==> src/design/assert_macros.svh <==
// Assertion macros shared by the dedup block; empty when SYNTHESIS is defined.
`ifndef ASSERT_MACROS_SVH
`define ASSERT_MACROS_SVH
`ifndef SYNTHESIS
// Clocked check that is switched off while reset is held.
`define ASSERT_CLK(lbl, clk, rst_n, prop) \
    lbl: assert property (@(posedge clk) disable iff (!rst_n) prop) \
        else $error("assertion failed");
// Clocked check that also holds during reset.
`define ASSERT_ALWAYS(lbl, clk, prop) \
    lbl: assert property (@(posedge clk) prop) \
        else $error("assertion failed");
`else
`define ASSERT_CLK(lbl, clk, rst_n, prop)
`define ASSERT_ALWAYS(lbl, clk, prop)
`endif
`endif

==> src/design/opd_pkg.sv <==
// Types and constants shared by the dedup block.
`timescale 1ns / 1ps
package opd_pkg;

    localparam int VALUE_W = 32;

    typedef logic signed [VALUE_W-1:0] t_value;

    // One element travelling down the cell chain, with its running verdict.
    typedef struct packed {
        logic   valid;
        t_value value;
        logic   last;
        logic   gen;     // parity of the array the element belongs to
        logic   found;   // matched a stored value of its array
        logic   stored;  // was written into a cell
        logic   wrote;   // the cell behind this one was just written by it
    } t_token;

endpackage

==> src/design/opd_cell.sv <==
// One cell of the chain: holds one distinct value and judges the passing element.
`timescale 1ns / 1ps
`include "assert_macros.svh"
module opd_cell import opd_pkg::*; (
    input  logic   i_clk,
    input  logic   i_rst_n,
    input  logic   i_en,
    input  t_token i_tok,
    output t_token o_tok
);

    t_token r_tok;
    t_token n_tok;
    t_value r_value;
    logic   r_gen;
    logic   r_live;
    logic   n_live;
    logic   owned;
    logic   hit;
    logic   write;

    always_comb begin
        // An element that just filled the cell behind us sees this cell as the
        // new end of its array's store, whatever it still holds.
        owned = r_live && !i_tok.wrote && (r_gen == i_tok.gen);
        hit   = i_tok.valid && !i_tok.found && !i_tok.stored && owned
                && (r_value == i_tok.value);
        write = i_tok.valid && !i_tok.found && !i_tok.stored && !owned;

        n_tok        = i_tok;
        n_tok.found  = i_tok.found || hit;
        n_tok.stored = i_tok.stored || write;
        n_tok.wrote  = write;

        n_live = r_live;
        if (write) begin
            n_live = 1'b1;
        end else if (i_tok.valid && i_tok.wrote) begin
            n_live = 1'b0;
        end
    end

    always_ff @(posedge i_clk) begin
        if (!i_rst_n) begin
            r_tok <= '0;
        end else if (i_en) begin
            r_tok <= n_tok;
        end
    end

    always_ff @(posedge i_clk) begin
        if (i_en) begin
            r_live <= n_live;
            if (write) begin
                r_value <= i_tok.value;
                r_gen   <= i_tok.gen;
            end
        end
    end

    assign o_tok = r_tok;

    `ASSERT_CLK(a_write_marks_next, i_clk, i_rst_n, i_en && write |=> o_tok.wrote && o_tok.stored)
    `ASSERT_CLK(a_write_goes_live, i_clk, i_rst_n, i_en && write |=> r_live)
    `ASSERT_CLK(a_found_sticky, i_clk, i_rst_n, i_en && i_tok.valid && i_tok.found |=> o_tok.found && !o_tok.wrote)
    `ASSERT_CLK(a_stall_holds, i_clk, i_rst_n, !i_en |=> $stable(o_tok))

endmodule

==> config.mk <==
export PLATFORM = sky130hd
export DESIGN_NAME = opd_cell
export DESIGN_NICKNAME = d
export VERILOG_FILES = /design/src/design/opd_pkg.sv /design/src/design/opd_cell.sv
export VERILOG_INCLUDE_DIRS = /design/src /design/src/design
export SDC_FILE = /design/constraint.sdc
export NUM_CORES = 1
export LEC_CHECK = 0
export ABC_AREA = 1
export BUFFER_PORTS_ARGS = -buffer_cell sky130_fd_sc_hd__buf_2
export CAP_MARGIN = 20
export CORE_ASPECT_RATIO = 1.2
export CORE_MARGIN = 5
export CORE_UTILIZATION = 29
export DETAILED_ROUTE_END_ITERATION = 12
export SYNTH_ARGS = -nofsm -noshare
export SYNTH_HDL_FRONTEND = slang
export SYNTH_SLANG_ARGS = --single-unit
==> constraint.sdc <==
create_clock -name i_clk -period 2.15 [get_ports i_clk]
set_input_delay 0.43 -clock i_clk [delete_from_list [all_inputs] [get_ports i_clk]]
set_output_delay 0.43 -clock i_clk [all_outputs]
set_load 0.1 [all_outputs]
## Word-level counts from Yosys, hierarchy flattened

Cells that the tools add are included.

- Register bits: 72
- Word-level logic and storage cells: 30
- Output and inout port bits: 38

- Multiplexer cells: 1
- Reduce and logical (&&, ||, !) cells: 17
- Equal/unequal tests: 2

Operator list:

| operator | count |
|---|---|
| equality test 32 bit | 1 |
| logical AND 1 bit | 8 |
| logical NOT 1 bit | 4 |
| AND reduction 2 bit | 2 |
| logical OR 1 bit | 2 |
| nonzero test 2 bit | 1 |
| equality test 1 bit | 1 |
| 2-to-1 mux 1 bit | 1 |

## Logic depth before layout (Yosys ltp)

- Depth after elaboration: 7
- Depth in mapped cells: 9

## Worst setup path before layout

OpenSTA, ideal clock, no wires.

- Path kind: in2reg
- Start point: in i_tok[1] (netlist name)
- End point: reg r_gen (enable)
- Path slack: 0.128 ns
- Arrival: 1.624 ns
- Required time: 1.752 ns
- Buffers on the path: 0
- Stages: 5
- Cell sequence: inv_1 nand2_1 nor2_2 nand2_1 nor2_2

- Word-level cells in the longest chain between the ends: 4

RTL lines:

| item | RTL line | RTL |
|---|---|---|
| from (decl) | opd_cell.sv:8 | `input t_token i_tok,` |
| logical NOT 1 bit | opd_cell.sv:28 | `write = i_tok.valid && !i_tok.found && !i_tok.stored && !owned;` |
| logical AND 1 bit (2 in a row) | opd_cell.sv:28 |  |
| AND reduction 2 bit (no line) | -- |  |
| to (signal assigned) | opd_cell.sv:56 | `r_gen <= i_tok.gen;` |
| to (decl) | opd_cell.sv:15 | `logic r_gen;` |

Every way passes these cells.
A chain may end at the register's enable or synchronous reset.

## Final worst setup path

- Start point: reg r_tok (netlist bit o_tok[0])
- End point: out o_tok[0] (netlist name)

RTL lines:

| item | RTL line | RTL |
|---|---|---|
| from (decl) | opd_cell.sv:12 | `t_token r_tok;` |
| from (signal assigned) | opd_cell.sv:47 | `r_tok <= n_tok;` |
| to (decl) | opd_cell.sv:9 | `output t_token o_tok` |

No word-level cell between the ends.

==> impl_metrics.env <==
export IMPL_antenna_found_initial=0
export IMPL_hold_viol=0
export IMPL_numCtsBuffers=9
export IMPL_final_core_util_pct=38.27
export IMPL_peakVddDrop_mv=0.5075
export IMPL_grt_pass1_wl_mm=10.92
export IMPL_cp_arrival_ps=1090
export IMPL_rsz0062_at_grt="false"
export IMPL_numPortBuffers=78
export IMPL_dp_slack_ps=488.7
export IMPL_min_period_ps=1524
export IMPL_htreeDepth=3
export IMPL_cts_setup_buffers=0
export IMPL_clock_sinks=72
export IMPL_power_frac_comb_pct=16.9
export IMPL_syn_cell_area_um2=2839
export IMPL_finalSetupTns_ps=0
export IMPL_synthDistinctLibCells=18
export IMPL_cts_tree="yes"
export IMPL_synth_compound_area_share_pct=8.903
export IMPL_path_delay_family="buffers and inverters"
export IMPL_met3_length_um=429
export IMPL_die_h_um=118.4
export IMPL_place_detailed_hpwl_mm=4.650
export IMPL_worst_setup_path_start_kind="flip-flop"
export IMPL_synthMuxAreaShare_pct=0
export IMPL_ant_nets=0
export IMPL_clk_pin_slew_ps=50
export IMPL_synth_simple_area_share_pct=15.60
export IMPL_required_ps=1720
export IMPL_tightest_slew_ps=583.8
export IMPL_synth_fp_nets=334
export IMPL_drt_pass1_iter_count=4
export IMPL_grt_usage_pct=11.64
export IMPL_clk_latency_ps=320
export IMPL_synth_xor_area_share_pct=8.021
export IMPL_cts_root_buffer="clkbuf_16"
export IMPL_leakage_nw=1.594
export IMPL_io_pin_count=79
export IMPL_pwr_share_seq_pct=41.9
export IMPL_max_slew_margin_pct=61.08
export IMPL_synth_top_family_by_area="simple AND/OR/NAND/NOR gates"
export IMPL_dieArea_um2=11880
export IMPL_internal_power_mw=2.572
export IMPL_fin_crit_sh_pct=70.89
export IMPL_synthCells=293
export IMPL_overflow=0
export IMPL_globalplace_congestion=0.7318
export IMPL_cp_slowest_stage_delay_ps=430
export IMPL_cp_end_kind="output port"
export IMPL_highest_layer="met4"
export IMPL_via_per_inst=4.243
export IMPL_p_sw_mw=1.059
export IMPL_cp_max_fo=2
export IMPL_fp_dieW_um=100.3
export IMPL_hold_class="primary input to flip-flop"
export IMPL_fillers=1011
export IMPL_timing_fmax_ghz=0.6561
export IMPL_cts_repair_resized=0
export IMPL_finalWorstSetupSlack_ps=625.8
export IMPL_finClkSkew_ps=3.351
export IMPL_cts_path_max_buffers=2
export IMPL_drv_cap=0
export IMPL_holdBufCountCts=0
export IMPL_wl_met2_mm=3.055
export IMPL_n_antenna_cell=0
export IMPL_crit_type="flip-flop to output port"
export IMPL_status="completed"
export IMPL_synth_warnings=0
export IMPL_p_sw_share_pct=29.16
export IMPL_drc_errors=0
export IMPL_core_area_um2=9564
export IMPL_wirelength_mm=6.568
export IMPL_area_growth_pct=28.91
export IMPL_grt_pass1_vias=2165
export IMPL_cp_cell_sequence="buf_2"
export IMPL_drt_wirelength_per_cell_um=13.08
export IMPL_setup_viol=0
export IMPL_finalPower_mw=3.630
export IMPL_initial_core_util_pct=29.68
export IMPL_yosys_area_share_adder_pct=0
export IMPL_vias=2130
export IMPL_hold_worst_slack_ps=316.5
export IMPL_crit_slowest_cell="buf_2"
export IMPL_p_clk_share_pct=41.2
export IMPL_initialDrtViolationCount=107
export IMPL_cellPowerDensity_nw_per_um2=992.0
export IMPL_drive_gt1_share_pct=27.18
export IMPL_met1_length_mm=3.005
export IMPL_avgSynthCellArea_um2=9.689
export IMPL_cp_num_buf_inv=1
export IMPL_synth_seq_area_share_pct=62.76
export IMPL_nets=415
export IMPL_ys_seq_elements=72
export IMPL_rows=39
export IMPL_slew_violations=0
export IMPL_grt_max_degree=46
worst paths after layout:
path | startpoint | end | slack, ps | cells past startpoint
max | o_tok[0] | o_tok[0] | 630 | 1
min | i_tok[3] | r_gen | 320 | 1
max reg2reg | r_gen | r_value[22] | 680 | 6
min reg2reg | o_tok[37] | o_tok[37] | 470 | 2
cell usage after synthesis:
cell type	count	area [µm²]
a21oi_1	11	55.05
a21oi_2	2	17.52
buf_2	6	30.03
buf_6	1	11.26
clkbuf_1	3	11.26
clkbuf_2	1	5.000
dfxtp_1	38	760.7
edfxtp_1	34	1021
inv_1	17	63.81
inv_2	1	3.750
inv_6	1	8.760
nand2_1	46	172.7
nand3_1	2	10.01
nor2_1	66	247.7
nor2_2	2	12.51
o21ai_0	36	180.2
xnor2_1	25	219.0
xor2_1	1	8.760
sequential cells by signal (all words and copies together), names as in the netlist:
name,count
r_gen,1
o_tok,38
r_live,1
r_value,32
through the flow:
step / instance area, µm² / instances
floorplan: 2839 / 293
detailed placement: 3353 / 486
finish: 3660 / 502
global route: 3660 / 502
CTS: 3660 / 502
global placement: 3353 / 486
cells in the final DEF, fill, tap and decap left out, drive strengths merged:
master and n:
o21ai 36, clkinv 3, dfxtp 38, edfxtp 34, clkbuf 11, nor2 68
nand3 2, xor2 1, nand2 46, a21oi 13, buf 81, bufinv 1
inv 20, xnor2 25
kinds of logic after synthesis:
group | after synthesis
AO/OA/AOI/OAI | 49
XOR/XNOR | 26
buffers and inverters | 30
flip-flops | 72
AND/OR/NAND/NOR | 116
per-layer routing:
layer  vias up  global-route usage, %
met5         -                      0
met4         0                  3.538
met3         6                  4.007
met2        54                  18.53
met1       963                  14.85
li1       1107                      -
cell type report:
cell class	instances	area, µm²	area share (%)
Timing Repair Buffer	81	412.9	11.28
Inverter	19	76.32	2.085
Multi-Input combinational cell	191	928.4	25.37
Tap cell	123	153.9	4.205
Clock buffer	11	252.7	6.906
Sequential cell	72	1782	48.68
Clock inverter	5	53.80	1.470
power by group through the flow:
stage                     Combinational [mW]  Clock [mW]  Sequential [mW]
final                                  0.613        1.50             1.52
after global routing                   0.651        1.62             1.53
after CTS                              0.620        1.55             1.52
after detailed placement               0.618           0             1.55
after global placement                 0.613           0             1.55
after floorplan                        0.130           0             1.90
No activity file was read; power rests on OpenSTA's default activity.
