## config.mk

```make
export PLATFORM = sky130hd
export DESIGN_NAME = opd_out_stage_flat
export DESIGN_NICKNAME = d
export VERILOG_FILES = /design/src/design/opd_pkg.sv /design/src/design/opd_if.sv /design/src/design/opd_out_stage.sv /design/src/flat_wrapper.sv
export VERILOG_INCLUDE_DIRS = /design/src /design/src/design
export SDC_FILE = /design/constraint.sdc
export NUM_CORES = 1
export LEC_CHECK = 0
export BUFFER_PORTS_ARGS = -buffer_cell sky130_fd_sc_hd__buf_2
export CAP_MARGIN = 0
export CORE_ASPECT_RATIO = 1.5
export CORE_MARGIN = 4
export CORE_UTILIZATION = 39
export CTS_BUF_LIST = sky130_fd_sc_hd__clkbuf_16
export DETAILED_ROUTE_END_ITERATION = 16
export GPL_ROUTABILITY_DRIVEN = 0
export PLACE_DENSITY = 0.79
export SYNTH_ARGS = -nofsm -noshare
export SYNTH_HDL_FRONTEND = slang
export SYNTH_SLANG_ARGS = --single-unit
export TNS_END_PERCENT = 50
```

## constraint.sdc

```tcl
create_clock -name i_clk -period 1.41 [get_ports i_clk]
set_clock_uncertainty 0.05 [all_clocks]
set_input_delay 0.141 -clock i_clk [delete_from_list [all_inputs] [get_ports i_clk]]
set_output_delay 0.141 -clock i_clk [all_outputs]
set_load 0.005 [all_outputs]
```

## src/design/assert_macros.svh

```systemverilog
// Assertion macros shared by the dedup block; empty when SYNTHESIS is defined.
`ifndef ASSERT_MACROS_SVH
`define ASSERT_MACROS_SVH
`ifndef SYNTHESIS
// Clocked check that is switched off while reset is held.
`define ASSERT_CLK(lbl, clk, rst_n, prop) \
    lbl: assert property (@(posedge clk) disable iff (!rst_n) prop) \
        else $error("assertion failed");
// Clocked check that also holds during reset.
`define ASSERT_ALWAYS(lbl, clk, prop) \
    lbl: assert property (@(posedge clk) prop) \
        else $error("assertion failed");
`else
`define ASSERT_CLK(lbl, clk, rst_n, prop)
`define ASSERT_ALWAYS(lbl, clk, prop)
`endif
`endif

```

## src/design/opd_pkg.sv

```systemverilog
// Types and constants shared by the dedup block.
`timescale 1ns / 1ps
package opd_pkg;

    localparam int VALUE_W = 32;

    typedef logic signed [VALUE_W-1:0] t_value;

    // One element travelling down the cell chain, with its running verdict.
    typedef struct packed {
        logic   valid;
        t_value value;
        logic   last;
        logic   gen;     // parity of the array the element belongs to
        logic   found;   // matched a stored value of its array
        logic   stored;  // was written into a cell
        logic   wrote;   // the cell behind this one was just written by it
    } t_token;

endpackage

```

## src/design/opd_if.sv

```systemverilog


interface opd_out_if import opd_pkg::*; ();
    logic   valid;
    logic   ready;
    t_value out_value;
    logic   keep_flag;
    logic   out_last;
    logic   overflow_flag;

    modport source (output valid, output out_value, output keep_flag, output out_last,
                    output overflow_flag, input ready);
    modport sink (input valid, input out_value, input keep_flag, input out_last,
                  input overflow_flag, output ready);
endinterface

```

## src/design/opd_out_stage.sv

```systemverilog
// Output register at the end of the chain; it sets the advance of the whole chain.
`timescale 1ns / 1ps
`include "assert_macros.svh"
module opd_out_stage import opd_pkg::*; (
    input  logic   i_clk,
    input  logic   i_rst_n,
    input  t_token i_tok,
    output logic   o_en,
    opd_out_if.source o_out
);

    logic   r_valid;
    t_value r_value;
    logic   r_keep;
    logic   r_last;
    logic   r_ovf;

    // The chain moves whenever the output slot is empty or being emptied.
    assign o_en = !r_valid || o_out.ready;

    always_ff @(posedge i_clk) begin
        if (!i_rst_n) begin
            r_valid <= 1'b0;
        end else if (o_en) begin
            r_valid <= i_tok.valid;
        end
    end

    always_ff @(posedge i_clk) begin
        if (o_en && i_tok.valid) begin
            r_value <= i_tok.value;
            r_keep  <= !i_tok.found;
            r_last  <= i_tok.last;
            r_ovf   <= !i_tok.found && !i_tok.stored;
        end
    end

    assign o_out.valid         = r_valid;
    assign o_out.out_value     = r_value;
    assign o_out.keep_flag     = r_keep;
    assign o_out.out_last      = r_last;
    assign o_out.overflow_flag = r_ovf;

    `ASSERT_CLK(a_ovf_is_kept, i_clk, i_rst_n, r_valid |-> r_keep || !r_ovf)
    `ASSERT_CLK(a_load, i_clk, i_rst_n, o_en && i_tok.valid |=> r_valid)
    `ASSERT_CLK(a_drain, i_clk, i_rst_n, o_en && !i_tok.valid |=> !r_valid)

endmodule

```

## src/flat_wrapper.sv

```systemverilog
// flat-port wrapper written by rule: the top's interface ports become plain ports
module opd_out_stage_flat import opd_pkg::*;
  (i_clk, i_rst_n, i_tok, o_en, o_out_valid, o_out_out_value, o_out_keep_flag, o_out_out_last, o_out_overflow_flag, o_out_ready);
  opd_out_if o_out_i ();
  input  logic i_clk;
  input  logic i_rst_n;
  input  t_token i_tok;
  output logic o_en;
  output wire logic [$bits(o_out_i.valid)-1:0] o_out_valid;
  output wire logic [$bits(o_out_i.out_value)-1:0] o_out_out_value;
  output wire logic [$bits(o_out_i.keep_flag)-1:0] o_out_keep_flag;
  output wire logic [$bits(o_out_i.out_last)-1:0] o_out_out_last;
  output wire logic [$bits(o_out_i.overflow_flag)-1:0] o_out_overflow_flag;
  input wire logic [$bits(o_out_i.ready)-1:0] o_out_ready;
  assign o_out_valid = o_out_i.valid;
  assign o_out_out_value = o_out_i.out_value;
  assign o_out_keep_flag = o_out_i.keep_flag;
  assign o_out_out_last = o_out_i.out_last;
  assign o_out_overflow_flag = o_out_i.overflow_flag;
  assign o_out_i.ready = o_out_ready;
  opd_out_stage u_core (.i_clk(i_clk), .i_rst_n(i_rst_n), .i_tok(i_tok), .o_en(o_en), .o_out(o_out_i));
endmodule
```

Word-level counts from Yosys, hierarchy flattened
Index checks and enable logic that the tools add are counted.
Cells by class
  reduce and logical (&&, ||, !) cells: 6
Operators with widths (number)
  logical NOT 1 bit: 3
  logical AND 1 bit: 2
  logical OR 1 bit: 1
Word-level totals
  flip-flop bits (word level): 36
  input port bits: 41
  logic and storage cells: 11

Depth between registers and ports, before layout
Gate-level depths: netlist (run 1).
  depth in word-level cells: 3
  mapped depth: 2
  mapped depth without buffers: 2

Least setup slack after synthesis (run 1)
Ideal clock, no wire load.
  path kind: register to register
  from: register u_core.r_valid (netlist: u_core.o_out.valid)
  to: register u_core.r_keep (netlist: u_core.o_out.keep_flag), enable pin
  setup time: 345 ps
  arrival: 771 ps
  data required time: 1015 ps
  slack: 245 ps
  cell stages (with the launch flop): 3
  path buffers: 0
  clock period less this slack: 1165 ps
  cells stage by stage: dfxtp_1 -> nand2b_4 -> and2_4
Between the ends
  word-level cells in the longest chain between the ends: 3
RTL lines
  start: declaration: line opd_out_stage.sv:12  | logic r_valid;
  start signal: assignment: line opd_out_stage.sv:25  | r_valid <= i_tok.valid;
  logical NOT 1 bit: line opd_out_stage.sv:19  | assign o_en = !r_valid || o_out.ready;
  logical OR 1 bit: line opd_out_stage.sv:19
  net o_en: line flat_wrapper.sv:8  | output logic o_en;
  logical AND 1 bit: line opd_out_stage.sv:30  | if (o_en && i_tok.valid) begin
  end signal: assignment: line opd_out_stage.sv:32  | r_keep <= !i_tok.found;
  end: declaration: line opd_out_stage.sv:14  | logic r_keep;
The timed path passes the listed nets, and every way through them passes these cells.
A chain may end at the register's enable or synchronous reset.

Worst setup path in the final report (run 1)
  from: register u_core.r_valid (netlist: u_core.o_out.valid)
  to: register u_core.r_value[16] (netlist: u_core.o_out.out_value[16]), enable pin
Between the ends
  word-level cells in the longest chain between the ends: 3
RTL lines
  logical NOT 1 bit: line opd_out_stage.sv:19
  logical OR 1 bit: line opd_out_stage.sv:19
  logical AND 1 bit: line opd_out_stage.sv:30
  end signal: assignment: line opd_out_stage.sv:31  | r_value <= i_tok.value;
  end: declaration: line opd_out_stage.sv:13  | t_value r_value;
Every way passes these cells.

==> results.md, run 1 <==
* Run status: completed
* End of the worst register-to-register path: u_core.o_out.out_value[16]
* Maximum number of pins on one net before global-route repair at 17
* Htree depth at 2
* Hold WC Path Type: in -> reg
* 1st-pass router iterations at 4
* Data required time at the worst endpoint at 1350 ps
* Worst-skew pair later-pin latency at 280 ps
* Count of pins over their slew limit at 0
* Total die area at 0.00380 mm²
* Resized cells post-CTS at 0
* Fraction of layout cells with a size suffix above 1 at 53.1%
* Crit Path Category: reg -> reg
* Number of violations of the max-capacitance limit at 0
* Clock tree root driver cell: sky130_fd_sc_hd__clkbuf_16
* Std-Cell Rows at 23
* Relative max-transition margin at 89.1%
* Minimum clock period after layout at 1170 ps
* Post-route antenna net violation count at 0
* Area leader, netlist: sky130_fd_sc_hd__edfxtp_1
* Total number of nets in the final design at 200
* Iteration-0 DRC Markers at 21
* Die Width at 51.7 µm
* Cells taking the most area after synthesis: sky130_fd_sc_hd__edfxtp_1 94%, sky130_fd_sc_hd__dfxtp_1 1.8%, sky130_fd_sc_hd__nand2b_4 1.2%, sky130_fd_sc_hd__a21boi_2 1.0%, sky130_fd_sc_hd__and2_4 0.78%
* Overall routing resource usage at 20.3%
* Global-route wire length before repair at 5090 µm
* Setup crit start kind: flip-flop
* Placed Instances at 156
* Commonest non-fill, non-tap cell in the layout: sky130_fd_sc_hd__buf_2
* Number of buffers inserted by post-CTS setup repair at 0
* Power per standard cell area at 1240 mW/mm²
* Maximum number of buffers from clock root to sink at 2
* Most frequent cells in the layout: 75 x sky130_fd_sc_hd__buf_2, 35 x sky130_fd_sc_hd__edfxtp_1, 33 x sky130_fd_sc_hd__dlygate4sd3_1
* Crit share post-route at 83.3%
* Count of final hold-check violations at 0
* Sequential fraction of the synthesis area at 96.0%
* Number of cells produced by synthesis at 42
* Die height at 73.5 µm
* Warning count from the yosys run at 0
* Total DRC errors in the routed layout at 0
* Clock-pin slew reported for the worst setup and hold paths after clock tree synthesis at 50 ps
* TritonCTS Sinks at 36
* Share of the core filled with cells at 75.6%
* Starting density of the core at 41.3%
* Initial antenna violation count at 0
* Filler Cell Count at 177
* CTS Buf Count at 5
* FF+latch count, synth at 36
* Capture point of the worst path: u_core.o_out.out_value[16]
* Total standard cell area after synthesis at 0.00112 mm²
* Area of the multi-input gates at 37.5 µm²
* R2r worst-path depth at 3
* Count of port buffers added during placement at 75
* Top cell type's share of synthesized area at 94.2%
* RSZ-0062 raised after global routing: no
* I/O pin count at 78
* Final Non-Filler Cells at 197
* Reg2reg start: u_core.o_out.valid
* Area added between synthesis and finish at 83.2%
* Data arrival at the endpoint of the critical path at 1110 ps
* Number of antenna diodes at 0
* Number of setup violations in the final report at 0
* Avg Vias per Cell at 4.41
* Final total negative setup slack at 0 ps
* Number of global-route vias before repair at 970
* Total number of vias at 868
* Mean post-synth cell area at 26.6 µm²
* Hold Path Cell Cnt at 2
* Reg-to-reg setup timing slack at 240 ps
* Slew at the pin with the worst max-slew slack at 163 ps
* Total gr overflow at 0
* Setup crit start: u_core.o_out.valid
* Leakage power figure at 0.900 nW
* Category of the worst setup path capture point: flip-flop
* Net Count, Synth at 83
* Final WL at 3430 µm
* CTS tree: done
* Max Clk Rate at 851 MHz
* Overall power of the completed layout at 2.54 mW
* Worst ir drop on vdd at 936 µV
* Count of distinct cell types in the synthesized netlist at 7
* Critical Path Fanout Max at 16
* Seq. cell area at 0.00107 mm²
* Routed length per placed instance at 17.4 µm
* Core ar. at 0.00271 mm²
==> registers in the layout, summed over array words and instances, names as in the netlist <==
name and cells:
u_core.o_out.out_value 32, u_core.o_out.overflow_flag 1, u_core.o_out.out_last 1, u_core.o_out.valid 1, u_core.o_out.keep_flag 1
==> synth_stat cells <==
library cell and n:
sky130_fd_sc_hd__a21boi_2 1, sky130_fd_sc_hd__nor2_1 1, sky130_fd_sc_hd__dfxtp_1 1, sky130_fd_sc_hd__edfxtp_1 35, sky130_fd_sc_hd__and2_4 1, sky130_fd_sc_hd__nand2b_4 1, sky130_fd_sc_hd__inv_1 2
==> cell families (layout without fill, tap and decap cells) <==
group           count (synthesis)  in the layout  synth area share (%)
simple gates                    3              3                  2.35
compound gates                  1              1                  1.01
flops                          36             36                  96.0
buf+inv                         2            120                 0.673
==> where the power goes <==
group	leakage (nW)	switching [mW]	total [mW]	internal [mW]
Sequential	0.347	0.0187	1.27	1.25
Combinational	0.479	0.0988	0.254	0.155
Clock	0.0738	0.387	1.02	0.634
==> repair_timing <==
action                                  4_1_cts  5_1_grt
endpoints found under the hold margin        33        0
endpoints found under the setup margin        0        0
hold buffers                                 33        0
==> critical path: stages, from the launching register on <==
cell	delay, ps
sky130_fd_sc_hd__dfxtp_1	330
sky130_fd_sc_hd__nand2b_4	90
sky130_fd_sc_hd__and2_4	240
sky130_fd_sc_hd__buf_12	180
==> metal layers <==
layer / track usage, % / routed length, µm / up-vias
li1: - / - / 394
met1: 20.4 / 1140 / 394
met2: 33.7 / 1820 / 67
met3: 8.52 / 339 / 13
met4: 13.1 / 123 / 0
met5: 0 / 0 / -
==> worst min path at each step <==
stage,endpoint,start,slack [ps]
2_1_floorplan,u_core.o_out.out_last,i_tok[4],190
3_3_place_gp,u_core.o_out.out_value[4],i_tok[9],270
3_5_place_dp,u_core.o_out.out_value[22],i_tok[27],270
4_1_cts,u_core.o_out.valid,i_rst_n,60
5_1_grt,u_core.o_out.valid,i_rst_n,80
6_report,u_core.o_out.valid,i_rst_n,60
==> stage by stage <==
step	hold slack, ps	setup WS, ps	cell area [µm²]
global route	79.1	190	2040
CTS	60.0	239	2040
detailed placement	269	245	1580
floorplan	190	245	1120
finish	58.8	235	2040
global placement	267	278	1580
==> area by class of cell <==
cell class                 instances  share of cell area (%)
multi-input combinational          4                    1.84
timing repair buffer             110                    36.5
tap                               37                    2.26
clock buffer                       5                    6.12
sequential                        36                    52.4
inverter                           2                   0.367
clock inverter                     3                   0.551
Note: power is estimated with default switching activity, not from simulation.
==> run 2: changes to the inputs <==
--- a/config.mk
+++ b/config.mk
@@ -10,11 +10,11 @@
 export CAP_MARGIN = 0
 export CORE_ASPECT_RATIO = 1.5
 export CORE_MARGIN = 4
-export CORE_UTILIZATION = 39
+export CORE_UTILIZATION = 35
 export CTS_BUF_LIST = sky130_fd_sc_hd__clkbuf_16
 export DETAILED_ROUTE_END_ITERATION = 16
 export GPL_ROUTABILITY_DRIVEN = 0
-export PLACE_DENSITY = 0.79
+export PLACE_DENSITY = 0.75
 export SYNTH_ARGS = -nofsm -noshare
 export SYNTH_HDL_FRONTEND = slang
 export SYNTH_SLANG_ARGS = --single-unit
==> constraint.sdc (replaced) <==
create_clock -name i_clk -period 1 [get_ports i_clk]
set_clock_uncertainty 0.05 [all_clocks]
set_input_delay 0.1 -clock i_clk [delete_from_list [all_inputs] [get_ports i_clk]]
set_output_delay 0.1 -clock i_clk [all_outputs]
set_load 0.005 [all_outputs]
==> run 2 against run 1 <==
Effect of this change: first-iteration DRC count shrank 38%; worst setup slack worse by 310 ps; sequential power up 40%; non-clock buffer count grew 1; register-to-register slack worse by 310 ps; clock power up 36%; the flow now finishes with violations (setup timing); critical endpoint is now u_core.o_out.out_value[18].
==> results.md, run 2 (synthesis results as in run 1) <==
* Clock-pin slew reported for the worst setup and hold paths after clock tree synthesis at 50 ps
* Total gr overflow at 0
* Final WL at 2810 µm
* Data arrival at the endpoint of the critical path at 1000 ps
* R2r worst-path depth at 3
* Total number of vias at 816
* Fin Hold WS at 24.2 ps
* Overall routing resource usage at 15.3%
* Relative max-transition margin at 93.3%
* Number of antenna diodes at 0
* Slew at the pin with the worst max-slew slack at 101 ps
* Placed wire-length estimate after detailed placement at 1780 µm
* Hold Path Cell Cnt at 2
* Number of violations of the max-capacitance limit at 0
* I/O pin count at 78
* Htree depth at 2
* Flip-flop count of the largest register after layout at 32
* Worst path setup slack after routing at -72.2 ps
* Count of pins over their slew limit at 0
* Violations in the final reports: setup timing
* Run status: finished, violations left
* Total number of nets in the final design at 201
* Crit Path Category: reg -> reg
* Starting density of the core at 37.5%
* RSZ-0062 raised after global routing: yes
* Routed length per placed instance at 14.0 µm
* Pre-CTS setup slack at -58.4 ps
* Placed Instances at 159
* Core ar. at 0.00297 mm²
* Count of port buffers added during placement at 75
* Number of setup violations in the final report at 36
* Fraction of layout cells with a size suffix above 1 at 54.0%
* CTS Buf Count at 5
* Commonest non-fill, non-tap cell in the layout: sky130_fd_sc_hd__buf_2
* Die Width at 54.1 µm
* Internal Dissipation at 2.88 mW
* Setup crit start kind: flip-flop
* Worst ir drop on vdd at 1430 µV
* Filler Cell Count at 185
* Max Clk Rate at 933 MHz
* Maximum number of buffers from clock root to sink at 2
* Most frequent cells in the layout: 74 x sky130_fd_sc_hd__buf_2, 35 x sky130_fd_sc_hd__edfxtp_1, 33 x sky130_fd_sc_hd__dlygate4sd3_1
* Avg Vias per Cell at 4.08
* Std-Cell Rows at 24
* Share of the core filled with cells at 69.5%
* TritonCTS Sinks at 36
* Worst-skew pair later-pin latency at 270 ps
* Crit share post-route at 107%
* Total die area at 0.00417 mm²
* Post-route antenna net violation count at 0
* Power share of the clock group at 39.3%
* Sw Share at 18.3%
* Data required time at the worst endpoint at 930 ps
* Category of the worst setup path capture point: flip-flop
* Power per standard cell area at 1710 mW/mm²
* Iteration-0 DRC Markers at 13
* Sequential cell fraction of total power at 50.6%
* CTS tree: done
* Switching pwr at 645 µW
* Total DRC errors in the routed layout at 0
* Minimum clock period after layout at 1070 ps
* Fraction of power consumed by combinational cells at 10.0%
* Critical Path Fanout Max at 18
* Number of global-route vias before repair at 945
* Final Non-Filler Cells at 200
* Maximum number of pins on one net before global-route repair at 19
* 1st-pass router iterations at 4
* Initial antenna violation count at 0
* Count of final hold-check violations at 0
* Number of buffers inserted by post-CTS setup repair at 0
* Hold WC Path Type: in -> reg
* Clock tree root driver cell: sky130_fd_sc_hd__clkbuf_16
* Global-route wire length before repair at 4370 µm
* Leakage power figure at 0.910 nW
* Die height at 77.2 µm
* Area added between synthesis and finish at 85.1%
==> run 2: cell count changes in the layout (fill, tap and decap cells not counted), sizes merged <==
cell	before	now
buf	77	78
==> run 2: area by class of cell <==
class | count | area [µm²] | share of cell area (%)
multi-input combinational | 4 | 37.5 | 1.82
tap | 39 | 48.8 | 2.36
timing repair buffer | 111 | 763 | 36.9
sequential | 36 | 1070 | 51.9
clock inverter | 3 | 11.3 | 0.545
inverter | 2 | 7.51 | 0.363
clock buffer | 5 | 125 | 6.06
==> run 2: timing repair <==
action | CTS | global route
resized for setup | 2 | 0
hold endpoints to repair | 33 | 0
endpoints found under the setup margin | 36 | 36
gates cloned | 0 | 0
hold buffers | 33 | 0
==> run 2: path summary, 6_finish.rpt <==
kind / startpoint / end / slack [ps]
max reg2reg: u_core.o_out.valid / u_core.o_out.out_value[18] / -70
min: i_rst_n / u_core.o_out.valid / 20
max: u_core.o_out.valid / u_core.o_out.out_value[18] / -70
min reg2reg: u_core.o_out.valid / u_core.o_out.valid / 540
==> run 2: layer usage <==
layer	track usage, %	up-vias	part of all wire (%)
met2	25.4	53	54
li1	-	396	-
met1	15.1	362	33
met4	5.99	0	1.7
met3	8.53	5	12
met5	0	-	0
==> run 2: power groups by stage <==
stage / clock [mW] / combinational [mW] / sequential (mW)
3_5_place_dp: 0 / 0.249 / 1.81
6_report: 1.39 / 0.354 / 1.78
4_1_cts: 1.43 / 0.352 / 1.78
5_1_grt: 1.50 / 0.388 / 1.79
3_3_place_gp: 0 / 0.240 / 1.81
2_1_floorplan: 0 / 0.0390 / 1.83
==> run 2: stage by stage <==
stage / total power, mW / instance area, µm² / TNS (ps)
5_1_grt: 3.67 / 2070 / -3240
4_1_cts: 3.56 / 2070 / -2370
6_report: 3.52 / 2070 / -2440
3_3_place_gp: 2.05 / 1590 / -1030
3_5_place_dp: 2.06 / 1590 / -1880
2_1_floorplan: 1.87 / 1120 / -5170
==> run 2: worst max-delay path, stage by stage, from the launching register on <==
cell and delay [ps]:
sky130_fd_sc_hd__dfxtp_2 330, sky130_fd_sc_hd__nand2b_4 70, sky130_fd_sc_hd__and2_4 170, sky130_fd_sc_hd__buf_12 160
==> run 3: changes to the inputs <==
--- a/config.mk
+++ b/config.mk
@@ -10,11 +10,11 @@
 export CAP_MARGIN = 0
 export CORE_ASPECT_RATIO = 1.5
 export CORE_MARGIN = 4
-export CORE_UTILIZATION = 35
-export CTS_BUF_LIST = sky130_fd_sc_hd__clkbuf_16
+export CORE_UTILIZATION = 37
+export CTS_BUF_LIST = sky130_fd_sc_hd__clkbuf_4
 export DETAILED_ROUTE_END_ITERATION = 16
 export GPL_ROUTABILITY_DRIVEN = 0
-export PLACE_DENSITY = 0.75
+export PLACE_DENSITY = 0.78
 export SYNTH_ARGS = -nofsm -noshare
 export SYNTH_HDL_FRONTEND = slang
 export SYNTH_SLANG_ARGS = --single-unit
==> run 3 against run 2 <==
Effect of this change: the flow finishes with violations (hold timing, setup timing); via count up 2.8%; cell area decreased by 1.6%; sequential share of layout area rose by 0.86 points; critical path depth stayed put; maximum frequency down 2.1%; critical path type unchanged; highest routed layer unchanged.
==> results.md, run 3 (synthesis results as in run 1) <==
* Fraction of layout cells with a size suffix above 1 at 54.3%
* Initial antenna violation count at 0
* Post-route antenna net violation count at 0
* Number of global-route vias before repair at 893
* Final Non-Filler Cells at 203
* Die height at 75.3 µm
* Overall routing resource usage at 14.7%
* Total die area at 0.00398 mm²
* Critical Path Fanout Max at 21
* Count of final hold-check violations at 1
* Routed length per placed instance at 13.3 µm
* Count of pins over their slew limit at 0
* Iteration-0 DRC Markers at 17
* Clock tree root driver cell: sky130_fd_sc_hd__clkbuf_4
* Std-Cell Rows at 24
* Placed Instances at 158
* Number of buffers inserted by post-CTS setup repair at 0
* Data arrival at the endpoint of the critical path at 1090 ps
* Category of the worst setup path capture point: flip-flop
* Clock-pin slew reported for the worst setup and hold paths after clock tree synthesis at 110 ps
* Crit share post-route at 110%
* Commonest non-fill, non-tap cell in the layout: sky130_fd_sc_hd__buf_2
* Total number of vias at 839
* Pre-CTS setup slack at -75.3 ps
* CTS Buf Count at 5
* Number of buffers inserted by hold repair at cts at 37
* Htree depth at 2
* Count of port buffers added during placement at 75
* Top metal layer carrying routed signals: met4
* Total DRC errors in the routed layout at 0
* Worst-skew pair later-pin latency at 330 ps
* Number of antenna diodes at 0
* Number of violations of the max-capacitance limit at 0
* Wl on met1 at 802 µm
* Final WL at 2700 µm
* Seq. cell area at 0.00107 mm²
* 1st-pass router iterations at 2
* Leakage power figure at 0.889 nW
* Met3 wire len at 259 µm
* Hold WC Path Type: in -> reg
* Worst path setup slack after routing at -95.6 ps
* CTS tree: done
* I/O pin count at 78
* R2r worst-path depth at 3
* Area added between synthesis and finish at 82.1%
* Total number of nets in the final design at 204
* Total gr overflow at 0
* Run status: finished, violations left
* Area of the multi-input gates at 37.5 µm²
* Data required time at the worst endpoint at 990 ps
* Starting density of the core at 38.3%
* RSZ-0062 raised after global routing: yes
* Core ar. at 0.00291 mm²
* Power per standard cell area at 1540 mW/mm²
* Hold Path Cell Cnt at 3
* Met2 layer wire length in the routed design at 1560 µm
* Max Clk Rate at 913 MHz
* Number of setup violations in the final report at 41
* Area after DPL at 0.00158 mm²
* Die Width at 52.8 µm
* Worst ir drop on vdd at 1320 µV
* Fin Hold WS at -12.2 ps
* Violations in the final reports: hold timing, setup timing
* Crit Path Category: reg -> reg
* TritonCTS Sinks at 36
* Most frequent cells in the layout: 75 x sky130_fd_sc_hd__buf_2, 37 x sky130_fd_sc_hd__dlygate4sd3_1, 35 x sky130_fd_sc_hd__edfxtp_1
* Final std cell area, no fill at 0.00203 mm²
* Flip-flop count of the largest register after layout at 32
* Maximum number of buffers from clock root to sink at 2
* Avg Vias per Cell at 4.13
* Global-route wire length before repair at 3920 µm
* Slew at the pin with the worst max-slew slack at 118 ps
* Maximum number of pins on one net before global-route repair at 22
* Filler Cell Count at 192
* Relative max-transition margin at 92.1%
* Setup crit start kind: flip-flop
* Minimum clock period after layout at 1100 ps
[run 3: changes by cell type in the layout (fill, tap and decap cells not counted), sizes merged]
cell	before	now
buf	78	77
bufinv	0	1
clkbuf	5	6
dlygate4sd3	33	37
inv	4	2
[run 3: per-stage QoR]
stage	TNS, ps	power, mW	utilization (%)
floorplan	-5170	1.87	-
global placement	-1460	2.05	54.3
detailed placement	-2200	2.06	54.3
finish	-2890	3.12	69.8
global route	-4690	3.26	69.8
CTS	-3150	3.15	69.8
[run 3: final cells by class]
type	count	area share, %
Sequential cell	36	52.8
Clock buffer	6	2.22
Inverter	2	0.369
Tap cell	39	2.40
Clock inverter	2	1.72
Multi-Input combinational cell	4	1.85
Timing Repair Buffer	114	38.7
[run 3: path summary, 6_finish.rpt]
| kind | startpoint | to | slack, ps |
|---|---|---|---|
| min reg2reg | u_core.o_out.valid | u_core.o_out.valid | 450 |
| min | o_out_ready | u_core.o_out.valid | -10 |
| max | u_core.o_out.valid | u_core.o_out.out_value[18] | -100 |
| max reg2reg | u_core.o_out.valid | u_core.o_out.out_value[18] | -100 |
[run 3: routing by layer]
metal  up-vias  global-route usage [%]
li1        402                       -
met1       384                    12.3
met2        45                    27.3
met3         8                    6.93
met4         0                    7.95
met5         -                       0
[run 3: where the power goes]
group | leakage [nW] | internal (mW) | switching, mW
sequential | 0.347 | 1.76 | 0.0208
clock | 0.0456 | 0.551 | 0.437
combinational | 0.496 | 0.229 | 0.129
[run 3: critical path, stage by stage, from the launching register on]
cell and delay [ps]:
sky130_fd_sc_hd__dfxtp_2 350, sky130_fd_sc_hd__nand2b_4 70, sky130_fd_sc_hd__and2_4 170, sky130_fd_sc_hd__buf_12 170
[run 3: repair_timing]
action | CTS | global route
hold endpoints to repair | 36 | 1
endpoints found under the setup margin | 54 | 72
resized for setup | 0 | 0
